**config.mk**
```make
export PLATFORM = sky130hd
export DESIGN_NAME = traffic_light_sequencer
export DESIGN_NICKNAME = d
export VERILOG_FILES = /design/src/hdl/tls_pkg.sv /design/src/hdl/tls_step.sv /design/src/hdl/traffic_light_sequencer.sv
export SDC_FILE = /design/constraint.sdc
export NUM_CORES = 1
export LEC_CHECK = 0
export BUFFER_PORTS_ARGS = -buffer_cell sky130_fd_sc_hd__buf_2
export CORE_ASPECT_RATIO = 0.5
export CORE_MARGIN = 8
export CORE_UTILIZATION = 55
export CTS_CLUSTER_DIAMETER = 40
export CTS_CLUSTER_SIZE = 10
export DETAILED_ROUTE_END_ITERATION = 8
export GPL_TIMING_DRIVEN = 0
export PLACE_DENSITY = 0.75
export SETUP_SLACK_MARGIN = 0.5
export SYNTH_ARGS = -nofsm -noshare
export SYNTH_HDL_FRONTEND = slang
export SYNTH_HIERARCHICAL = 1
export SYNTH_SLANG_ARGS = --single-unit
export TNS_END_PERCENT = 50
```
**constraint.sdc**
```tcl
create_clock -name clk -period 4.3 [get_ports clk]
set_input_delay 0.215 -clock clk [delete_from_list [all_inputs] [get_ports clk]]
set_output_delay 0.215 -clock clk [all_outputs]
set_load 0.03 [all_outputs]
```
**src/hdl/tls_pkg.sv**
```systemverilog
`default_nettype none

package tls_pkg;

    localparam int CFG_INDEX_WIDTH = 3;
    localparam int CFG_DATA_WIDTH  = 32;
    localparam int ELAPSED_WIDTH   = 12;
    localparam int NUM_PHASES      = 6;

    // register indexes on the configuration channel
    localparam logic [CFG_INDEX_WIDTH-1:0] REG_RED_BEFORE_NS = 3'd0;
    localparam logic [CFG_INDEX_WIDTH-1:0] REG_NS_GREEN      = 3'd1;
    localparam logic [CFG_INDEX_WIDTH-1:0] REG_NS_YELLOW     = 3'd2;
    localparam logic [CFG_INDEX_WIDTH-1:0] REG_RED_BEFORE_EW = 3'd3;
    localparam logic [CFG_INDEX_WIDTH-1:0] REG_EW_GREEN      = 3'd4;
    localparam logic [CFG_INDEX_WIDTH-1:0] REG_EW_YELLOW     = 3'd5;
    localparam logic [CFG_INDEX_WIDTH-1:0] REG_MODE          = 3'd6;
    localparam logic [CFG_INDEX_WIDTH-1:0] REG_CAMERA_LIMIT  = 3'd7;

    // phases
    localparam logic [2:0] PH_RED_NS     = 3'd0;
    localparam logic [2:0] PH_NS_GREEN   = 3'd1;
    localparam logic [2:0] PH_NS_YELLOW  = 3'd2;
    localparam logic [2:0] PH_RED_EW     = 3'd3;
    localparam logic [2:0] PH_EW_GREEN   = 3'd4;
    localparam logic [2:0] PH_EW_YELLOW  = 3'd5;

    // operating modes
    localparam logic [1:0] MODE_SIMPLE     = 2'd0;
    localparam logic [1:0] MODE_PEDESTRIAN = 2'd1;
    localparam logic [1:0] MODE_CONFIG     = 2'd2;
    localparam logic [1:0] MODE_CAMERA     = 2'd3;

    // vehicle status
    localparam logic [1:0] VEH_ABSENT  = 2'd0;
    localparam logic [1:0] VEH_ENTERED = 2'd1;
    localparam logic [1:0] VEH_CAMERA  = 2'd2;

    // lamp patterns
    localparam logic [7:0] LAMP_ALL_RED   = 8'h24;
    localparam logic [7:0] LAMP_NS_GREEN  = 8'h0C;
    localparam logic [7:0] LAMP_NS_YELLOW = 8'h14;
    localparam logic [7:0] LAMP_EW_GREEN  = 8'h21;
    localparam logic [7:0] LAMP_EW_YELLOW = 8'h22;
    localparam logic [7:0] LAMP_NS_WALK   = 8'h4C;
    localparam logic [7:0] LAMP_EW_WALK   = 8'hA1;

    // reset values
    localparam int RST_RED_TIME    = 500;
    localparam int RST_GREEN_TIME  = 6000;
    localparam int RST_YELLOW_TIME = 2000;
    localparam int RST_CAM_LIMIT   = 2000;

    typedef struct packed {
        logic vehicle_press;
        logic ped_ew_press;
        logic ped_ns_press;
        logic tick;
    } tls_item_t;

    typedef struct packed {
        logic       ns_walk_pending;
        logic       ew_walk_pending;
        logic [1:0] vehicle_status;
        logic       camera_running;
    } tls_flags_t;

    // packed with lamps in the lowest bits
    typedef struct packed {
        logic [ELAPSED_WIDTH-1:0] elapsed_ticks;
        logic                     time_report_valid;
        logic                     snapshot_taken;
        logic                     camera_started;
        logic [2:0]               phase_now;
        logic [7:0]               lamps;
    } tls_result_t;

endpackage

`default_nettype wire

```
**src/hdl/tls_step.sv**
```systemverilog
`default_nettype none

module tls_step #(
    parameter int TIMEOUT_WIDTH      = 14,
    parameter int CAMERA_COUNT_WIDTH = 12
) (
    input  tls_pkg::tls_item_t                                item,
    input  tls_pkg::tls_flags_t                               flags,
    input  logic [2:0]                                        phase,
    input  logic [TIMEOUT_WIDTH-1:0]                          countdown,
    input  logic [7:0]                                        lamps,
    input  logic [CAMERA_COUNT_WIDTH-1:0]                     cam_count,
    input  logic [1:0]                                        mode,
    input  logic [CAMERA_COUNT_WIDTH-1:0]                     cam_limit,
    input  logic [tls_pkg::NUM_PHASES-1:0][TIMEOUT_WIDTH-1:0] phase_time,
    output tls_pkg::tls_flags_t                               flags_next,
    output logic [2:0]                                        phase_next,
    output logic [TIMEOUT_WIDTH-1:0]                          countdown_next,
    output logic [7:0]                                        lamps_next,
    output logic [CAMERA_COUNT_WIDTH-1:0]                     cam_count_next,
    output tls_pkg::tls_result_t                              result
);
    import tls_pkg::*;

    logic [2:0]                    adv_phase;
    logic [CAMERA_COUNT_WIDTH-1:0] cam_inc;
    logic [31:0]                   cam_wide;
    logic                          walk_lamps;

    assign cam_inc    = cam_count + CAMERA_COUNT_WIDTH'(1);
    assign walk_lamps = (mode != MODE_SIMPLE);

    always_comb
    begin
        unique case (phase)
            PH_NS_GREEN:  adv_phase = PH_NS_YELLOW;
            PH_NS_YELLOW: adv_phase = PH_RED_EW;
            PH_RED_EW:    adv_phase = PH_EW_GREEN;
            PH_EW_GREEN:  adv_phase = PH_EW_YELLOW;
            PH_EW_YELLOW: adv_phase = PH_RED_NS;
            default:      adv_phase = PH_NS_GREEN;
        endcase
    end

    always_comb
    begin
        flags_next     = flags;
        phase_next     = phase;
        countdown_next = countdown;
        lamps_next     = lamps;
        cam_count_next = cam_count;
        cam_wide       = '0;
        result         = '0;

        if (item.ped_ns_press)
        begin
            flags_next.ns_walk_pending = 1'b1;
        end
        if (item.ped_ew_press)
        begin
            flags_next.ew_walk_pending = 1'b1;
        end
        if (item.vehicle_press)
        begin
            flags_next.vehicle_status = (flags.vehicle_status == VEH_ABSENT) ?
                                        VEH_ENTERED : VEH_ABSENT;
        end

        // camera counts before the phase timer runs
        if (item.tick && flags.camera_running)
        begin
            cam_count_next = cam_inc;
            if (cam_inc == cam_limit)
            begin
                result.snapshot_taken     = 1'b1;
                flags_next.camera_running = 1'b0;
            end
            else if (flags_next.vehicle_status != VEH_CAMERA)
            begin
                cam_wide                  = 32'(cam_inc);
                result.time_report_valid  = 1'b1;
                result.elapsed_ticks      = cam_wide[ELAPSED_WIDTH-1:0];
                flags_next.camera_running = 1'b0;
            end
        end

        if (item.tick)
        begin
            if (countdown <= TIMEOUT_WIDTH'(1))
            begin
                phase_next     = adv_phase;
                countdown_next = phase_time[adv_phase];
                case (adv_phase)
                    PH_NS_GREEN:
                    begin
                        if (walk_lamps && flags_next.ns_walk_pending)
                        begin
                            lamps_next                 = LAMP_NS_WALK;
                            flags_next.ns_walk_pending = 1'b0;
                        end
                        else
                        begin
                            lamps_next = LAMP_NS_GREEN;
                        end
                    end
                    PH_NS_YELLOW: lamps_next = LAMP_NS_YELLOW;
                    PH_EW_GREEN:
                    begin
                        if (walk_lamps && flags_next.ew_walk_pending)
                        begin
                            lamps_next                 = LAMP_EW_WALK;
                            flags_next.ew_walk_pending = 1'b0;
                        end
                        else
                        begin
                            lamps_next = LAMP_EW_GREEN;
                        end
                    end
                    PH_EW_YELLOW: lamps_next = LAMP_EW_YELLOW;
                    default:      lamps_next = LAMP_ALL_RED;
                endcase
            end
            else
            begin
                countdown_next = countdown - TIMEOUT_WIDTH'(1);
            end
        end

        if (mode == MODE_CAMERA && flags_next.vehicle_status == VEH_ENTERED &&
            (phase_next == PH_NS_YELLOW || phase_next == PH_EW_YELLOW))
        begin
            flags_next.vehicle_status = VEH_CAMERA;
            flags_next.camera_running = 1'b1;
            cam_count_next            = '0;
            result.camera_started     = 1'b1;
        end

        result.lamps     = lamps_next;
        result.phase_now = phase_next;
    end

endmodule

`default_nettype wire

```
**src/hdl/traffic_light_sequencer.sv**
```systemverilog
`default_nettype none

// Two-road traffic light sequencer. Each transfer on s_axis is one item (a
// millisecond tick and button edges); each yields one result on m_axis
// carrying the lamp pattern, the phase and the camera events. The state
// update for an item is a single combinational pass into the result
// register, and a new item is taken every cycle while the result register
// is empty or being drained and no cfg write is offered. Timeouts and the
// mode are written through the cfg channel (index 0..7); the user must write
// them only while no result is pending, which the block does not enforce. A
// mode write restarts the cycle at the all-red phase before north-south green.
module traffic_light_sequencer #(
    parameter int TIMEOUT_WIDTH      = 14,
    parameter int CAMERA_COUNT_WIDTH = 12
) (
    input  logic                                   clk,
    input  logic                                   rst_n,
    input  logic                                   s_axis_tvalid,
    output logic                                   s_axis_tready,
    // tick, ped_ns_press, ped_ew_press, vehicle_press, zero fill
    input  logic [7:0]                             s_axis_tdata,
    output logic                                   m_axis_tvalid,
    input  logic                                   m_axis_tready,
    // lamps[7:0], phase_now[10:8], camera_started, snapshot_taken,
    // time_report_valid, elapsed_ticks[25:14], zero fill
    output logic [31:0]                            m_axis_tdata,
    input  logic                                   cfg_valid,
    output logic                                   cfg_ready,
    input  logic [tls_pkg::CFG_INDEX_WIDTH-1:0]    cfg_index,
    input  logic [tls_pkg::CFG_DATA_WIDTH-1:0]     cfg_data
);
    import tls_pkg::*;

    logic [NUM_PHASES-1:0][TIMEOUT_WIDTH-1:0] phase_time_reg;
    logic [1:0]                               mode_reg;
    logic [CAMERA_COUNT_WIDTH-1:0]            cam_limit_reg;

    tls_flags_t                    flags_reg, flags_next;
    logic [2:0]                    phase_reg, phase_next;
    logic [TIMEOUT_WIDTH-1:0]      countdown_reg, countdown_next;
    logic [7:0]                    lamps_reg, lamps_next;
    logic [CAMERA_COUNT_WIDTH-1:0] cam_count_reg, cam_count_next;

    tls_result_t result_next, result_reg;
    logic        out_valid_reg;
    logic        in_xfer;
    logic        cfg_xfer;
    tls_item_t   item;

    assign item          = s_axis_tdata[3:0];
    // a cfg write holds off input so the two never share an edge
    assign s_axis_tready = (!out_valid_reg || m_axis_tready) && !cfg_valid;
    assign in_xfer       = s_axis_tvalid && s_axis_tready;
    assign cfg_ready     = 1'b1;
    assign cfg_xfer      = cfg_valid && cfg_ready;
    assign m_axis_tvalid = out_valid_reg;
    assign m_axis_tdata  = {6'b0, result_reg};

    tls_step #(
        .TIMEOUT_WIDTH      (TIMEOUT_WIDTH),
        .CAMERA_COUNT_WIDTH (CAMERA_COUNT_WIDTH)
    ) u_step (
        .item           (item),
        .flags          (flags_reg),
        .phase          (phase_reg),
        .countdown      (countdown_reg),
        .lamps          (lamps_reg),
        .cam_count      (cam_count_reg),
        .mode           (mode_reg),
        .cam_limit      (cam_limit_reg),
        .phase_time     (phase_time_reg),
        .flags_next     (flags_next),
        .phase_next     (phase_next),
        .countdown_next (countdown_next),
        .lamps_next     (lamps_next),
        .cam_count_next (cam_count_next),
        .result         (result_next)
    );

    always_ff @(posedge clk or negedge rst_n)
    begin
        if (!rst_n)
        begin
            phase_time_reg[PH_RED_NS]    <= TIMEOUT_WIDTH'(RST_RED_TIME);
            phase_time_reg[PH_NS_GREEN]  <= TIMEOUT_WIDTH'(RST_GREEN_TIME);
            phase_time_reg[PH_NS_YELLOW] <= TIMEOUT_WIDTH'(RST_YELLOW_TIME);
            phase_time_reg[PH_RED_EW]    <= TIMEOUT_WIDTH'(RST_RED_TIME);
            phase_time_reg[PH_EW_GREEN]  <= TIMEOUT_WIDTH'(RST_GREEN_TIME);
            phase_time_reg[PH_EW_YELLOW] <= TIMEOUT_WIDTH'(RST_YELLOW_TIME);
            mode_reg      <= MODE_SIMPLE;
            cam_limit_reg <= CAMERA_COUNT_WIDTH'(RST_CAM_LIMIT);
            flags_reg     <= '0;
            phase_reg     <= PH_RED_NS;
            countdown_reg <= TIMEOUT_WIDTH'(RST_RED_TIME);
            lamps_reg     <= LAMP_ALL_RED;
            cam_count_reg <= '0;
        end
        else if (cfg_xfer)
        begin
            unique case (cfg_index)
                REG_RED_BEFORE_NS, REG_NS_GREEN, REG_NS_YELLOW,
                REG_RED_BEFORE_EW, REG_EW_GREEN, REG_EW_YELLOW:
                begin
                    phase_time_reg[cfg_index] <= cfg_data[TIMEOUT_WIDTH-1:0];
                end
                REG_MODE:
                begin
                    mode_reg      <= cfg_data[1:0];
                    phase_reg     <= PH_RED_NS;
                    countdown_reg <= phase_time_reg[PH_RED_NS];
                    lamps_reg     <= LAMP_ALL_RED;
                end
                REG_CAMERA_LIMIT:
                begin
                    cam_limit_reg <= cfg_data[CAMERA_COUNT_WIDTH-1:0];
                end
                default: ;
            endcase
        end
        else if (in_xfer)
        begin
            flags_reg     <= flags_next;
            phase_reg     <= phase_next;
            countdown_reg <= countdown_next;
            lamps_reg     <= lamps_next;
            cam_count_reg <= cam_count_next;
        end
    end

    always_ff @(posedge clk or negedge rst_n)
    begin
        if (!rst_n)
        begin
            out_valid_reg <= 1'b0;
        end
        else if (in_xfer)
        begin
            out_valid_reg <= 1'b1;
        end
        else if (m_axis_tready)
        begin
            out_valid_reg <= 1'b0;
        end
    end

    always_ff @(posedge clk)
    begin
        if (in_xfer)
        begin
            result_reg <= result_next;
        end
    end

    // a snapshot stops the camera and leaves the vehicle under camera or gone, so the camera cannot restart
    a_snap_stops: assert property (@(posedge clk) disable iff (!rst_n)
        (in_xfer && !cfg_xfer && result_next.snapshot_taken) |=>
            !flags_reg.camera_running)
        else $error("camera still running after snapshot");

    a_one_event: assert property (@(posedge clk) disable iff (!rst_n)
        out_valid_reg |-> !(result_reg.snapshot_taken && result_reg.time_report_valid))
        else $error("snapshot and time report in one result");

    a_start_yellow: assert property (@(posedge clk) disable iff (!rst_n)
        (out_valid_reg && result_reg.camera_started) |->
            (result_reg.phase_now == PH_NS_YELLOW || result_reg.phase_now == PH_EW_YELLOW))
        else $error("camera started outside a yellow phase");

    a_lamp_phase: assert property (@(posedge clk) disable iff (!rst_n)
        (phase_reg == PH_NS_YELLOW) |-> (lamps_reg == LAMP_NS_YELLOW))
        else $error("lamps do not match north-south yellow");

endmodule

`default_nettype wire

```
# Word level (Yosys, flattened, before mapping)
# Cells that the tools add are included.
# totals
register_bits	167
output_inout_bits	35
word_cells	131
# classes
add_sub_neg	2
magnitude_cmp	4
n_eq_ne	23
muxes	45
n_bitwise	3
n_reduce_logical	31
# ops
op	count
14-bit two-way mux	7
84-bit bitwise mux	1
8-bit two-way mux	6
14-bit binary-select mux with 3-bit select	1
14-bit demux with 3-bit select	1
8-bit case mux with 4 select lines	1
3-bit equality test (second input constant)	9
12-bit two-way mux	2
3-bit by 2-bit equality test with 1-bit output (second input constant)	6
3-bit two-way mux	6
1-bit two-way mux	15
3-bit case mux with 5 select lines	1
14-bit by 1-bit less-or-equal comparator with 1-bit output (second input constant)	1
14-bit by 1-bit subtractor with 14-bit output (second input constant)	1
12-bit by 1-bit adder with 12-bit output (second input constant)	1
12-bit equality test	1
2-bit AND reduction	5
2-bit nonzero test	5
3-bit by 1-bit equality test with 1-bit output (second input constant)	3
1-bit logical AND	8
3-bit by 4-bit < comparator with 1-bit output (second input constant)	2
7-bit two-way mux	1
2-bit two-way mux	3
3-bit AND reduction	2
15 further kinds	19

# Longest topological paths before layout
# logic_depth
word_depth	9
ltp_mapped	11
ltp_nobuf	10

# Hierarchy
# The synthesis kept the hierarchy.
# by_module_without_submodules
module	instances	cells_per_inst	area_each_um2	seq_area_each_um2
traffic_light_sequencer	1	371	6431.2	4374.2
tls_step	1	422	2612.5	0.0

# Worst setup path before layout
# OpenSTA, ideal clock, no wires.
# synth_timing
path_type	flip-flop to flip-flop
startpoint	register cam_count_reg[0]
endpoint	register flags_reg[0] in the netlist's numbering
arrival_ps	2747
required_ps	4175
path_slack_ps	1428
path_stages_with_launch	10
synth_period_minus_slack_ps	2872
cell_sequence	dfrtp_1 -> ha_1 -> buf_2 -> nand3_1 -> nor2_1 -> o32ai_1 -> or4_4 -> or4_1 -> a31o_1 -> mux2_2
# synth_rtl
item	line	source
start, declared	traffic_light_sequencer.sv:42	logic [CAMERA_COUNT_WIDTH-1:0] cam_count_reg, cam_count_next;
start signal, assigned	traffic_light_sequencer.sv:126	cam_count_reg <= cam_count_next;
end signal, assigned	traffic_light_sequencer.sv:122	flags_reg <= flags_next;
end, declared	traffic_light_sequencer.sv:38	tls_flags_t flags_reg, flags_next;

# Worst setup path in the final report
# layout_timing
startpoint	register phase_reg[2]
endpoint	register countdown_reg[9]
# layout_between
elab_chain_len	8
word_cells_on_any_way	12
# layout_lines
item	line	source
start, declared	traffic_light_sequencer.sv:39	logic [2:0] phase_reg, phase_next;
start signal, assigned	traffic_light_sequencer.sv:123	phase_reg <= phase_next;
3-bit equality test, or another cell as far along	tls_step.sv:35	unique case (phase)
3-bit case mux with 5 select lines (*)	tls_step.sv:35	
14-bit binary-select mux with 3-bit select (*)	tls_step.sv:92	countdown_next = phase_time[adv_phase];
14-bit two-way mux (implied by the code) (*)	tls_step.sv:92	
14-bit two-way mux (*)	tls_step.sv:89	if (countdown <= TIMEOUT_WIDTH'(1))
14-bit two-way mux (*)	tls_step.sv:87	if (item.tick)
named net countdown_next[9]	traffic_light_sequencer.sv:40	logic [TIMEOUT_WIDTH-1:0] countdown_reg, countdown_next;
14-bit two-way mux (*)	traffic_light_sequencer.sv:120	else if (in_xfer)
14-bit two-way mux (*)	traffic_light_sequencer.sv:98	else if (cfg_xfer)
end signal, assigned	traffic_light_sequencer.sv:94	countdown_reg <= TIMEOUT_WIDTH'(RST_RED_TIME);
end signal, assigned	traffic_light_sequencer.sv:110	countdown_reg <= phase_time_reg[PH_RED_NS];
end signal, assigned	traffic_light_sequencer.sv:124	countdown_reg <= countdown_next;
end, declared	traffic_light_sequencer.sv:40	
# The timed path passes the listed nets; every way through them passes the cells marked *. The select of a mux whose other input is x is not followed.
# A chain may end at the register's enable or synchronous reset.

==> impl_metrics.yaml <==
placement:
  dp.cells: 1079
  dpl_cell_area_mm2: 0.00965
  dp_hpwl_mm: 16.2
  place_congestion: 0.912
  dpl_worst_slack_ps: 831
  io_buffers: 53
cells_and_area:
  largest_register_ff_count: 84
  stdcell_count: 1112
  finish.instance_area_mm2: 0.0103
  finalNetCount: 923
  num_antenna_cells: 0
  drive_above_1_share: 0.401
  syn_to_final_growth_pct: 13.8
  fin_util: 0.634
min_path:
  whs_path_depth: 2
  hold_path_class: "input pin to register"
yosys:
  syn_area_mm2: 0.00904
  netlist_top_cells_area: "dfrtp_1, mux2_2, dfstp_2, edfxtp_1, mux2i_1"
  synth.most_common_cell: "mux2_2"
  synth-edff-count: 26
  ys.flop_type: "dfrtp_1"
  yosysUniqueCellTypes: 68
  netlist_top_cells_count: "mux2_2, dfrtp_1, nand2_1"
  yosysTopAreaCellShare: 0.246
  synth_largest_area_cell: "dfrtp_1"
  synth_seq_area_share: 0.484
  syn_area_per_cell_um2: 11.4
  yosysWarnings: 6
  synth_cells: 793
  async_reset_ff_frac: 0.844
  synth.ff_latch_count: 167
route:
  routedWlPerCell_um: 20.4
  drt-total-wl_mm: 22.7
  drt_first_pass_iters: 6
  drc: 0
  drtIter0Drc: 560
  ant_nets: 0
  num_vias: 6676
  viasPerCell: 6.00
grt:
  antenna_found_initial: 1
  overflow: 0
  track_usage: 0.219
  grt_pass1_vias: 6531
  grt_max_degree: 93
  grt_first_pass_wirelength_mm: 35.9
pwr:
  p_seq_frac: 0.464
  power_frac_comb: 0.193
  finalPower_mw: 4.81
  leakagePower_nw: 4.14
  p_sw_mw: 1.40
  p_sw_frac: 0.290
  internal-power_mw: 3.41
  powerDensity_mw_per_mm2: 467
  p_clk_frac: 0.342
  peakVddDrop_uv: 350
floorplanning:
  die_w_um: 197
  dieHeight_um: 107
  ios: 83
  fp.coreArea_mm2: 0.0162
  floorplan.rows: 33
  dieArea_mm2: 0.0211
  start_util: 0.557
clock_tree:
  htree_levels: 4
  clkSlewWorstSetupHoldPaths_ps: 70
  post_cts_buffers: 0
  clockBufferDepth: 2
  cts_root_buf: "clkbuf_16"
  clock_sinks: 167
  worst_skew_pair.late_latency_ps: 430
  cts_made_buffers: 17
  cts_tree: "built"
timing:
  final_max_slew_viol_count: 0
  finalClockSkew_ps: 13.6
  tightest_slew_ps: 1060
  min_period_ps: 3660
  hold_viol_final: 0
  setup-tns-final_ps: 0
  max_freq_ghz: 0.274
  slew_headroom: 0.289
  post-route-period-util: 0.850
  setup_slack_ps: 644
  rsz0062_at_grt: "no"
  setup_violations: 0
  hold_ws_ps: 93.3
run_status:
  status: "complete, no violations"
worst_setup_path:
  crit_required_ps: 4610
  ff2ff_path_depth: 10
  crit_type: "register to register"
  cp_max_fo: 10
  worstSetupEndpointType: "register"
  startpoint_type: "register"
  crit_arrival_ps: 3970
flow_run:
  cap_violations: 0
==> layout by cell type (no fill, tap or decap), types with 8 or more instances in the layout <==
master | Yosys | layout
a21oi_1 | 28 | 28
xor2_1 | 11 | 11
mux2i_1 | 22 | 22
xnor2_1 | 17 | 17
or3_1 | 9 | 9
a22oi_1 | 8 | 8
nor2b_1 | 15 | 15
nor2_1 | 52 | 52
o21ai_0 | 40 | 40
dfrtp_1 | 89 | 89
clkbuf_16 | 0 | 18
buf_4 | 20 | 20
dfstp_2 | 52 | 52
mux2_2 | 161 | 161
buf_2 | 18 | 70
clkbuf_1 | 24 | 24
nand2_1 | 56 | 56
nor3_1 | 18 | 18
nand3_1 | 12 | 12
edfxtp_1 | 26 | 26
==> critical path, cell delays in order, from the launching register on <==
cell and delay, ps:
dfrtp_1 400, clkbuf_1 510, buf_2 440, buf_2 380, clkbuf_1 520, nand2_1 150
o21ai_0 350, a22o_1 200, a21oi_1 60, mux2_2 280, mux2_2 260
==> timing repair <==
action                    in CTS  in global routing
hold endpoints to repair      17                  0
hold buffers                   1                  0
gates resized for setup        0                  0
==> power by group through the flow <==
stage | Clock [mW] | Combinational, mW | Sequential, mW
floorplan | 0 | 0.697 | 2.18
global placement | 0 | 0.883 | 2.24
detailed placement | 0 | 0.914 | 2.26
CTS | 1.67 | 0.924 | 2.23
global route | 1.73 | 1.01 | 2.28
finish | 1.65 | 0.930 | 2.23
==> path summary, 6_finish.rpt <==
check                                     end             start  slack (ps)
setup / recovery             countdown_reg[9]      phase_reg[2]         640
hold / removal             phase_time_reg[55]      cfg_data[13]          90
hold reg to reg              cam_count_reg[5]  cam_count_reg[5]         500
setup reg to reg             countdown_reg[9]      phase_reg[2]         640
max in group asynchronous   phase_time_reg[2]             rst_n        3160
min in group asynchronous  phase_time_reg[63]             rst_n         290
==> cell type report <==
type / instances / area, um2
inverter: 7 / 26.3
buffer: 67 / 357
fill: 1321 / 5940
sequential: 167 / 4370
tap: 227 / 284
multi-input combinational: 557 / 4310
clock inverter: 13 / 171
timing repair buffer: 55 / 309
clock buffer: 19 / 464
==> logic make-up after synthesis <==
group / synth area share
xor+xnor: 0.0346
simple gates: 0.119
fa+ha+maj: 0.00415
mux: 0.230
compound gates: 0.0861
buf+inv: 0.0423
flops: 0.484
other cells: 0.000830
==> metal layers <==
| metal | wire length [um] | global-route usage | vias to the layer above |
|---|---|---|---|
| met5 | 0 | 0 | - |
| met4 | 499 | 0.0753 | 0 |
| met3 | 1570 | 0.0428 | 41 |
| met2 | 10700 | 0.354 | 287 |
| met1 | 9960 | 0.292 | 3340 |
| li1 | - | - | 3008 |
Note: power is estimated with default switching activity, not from simulation.
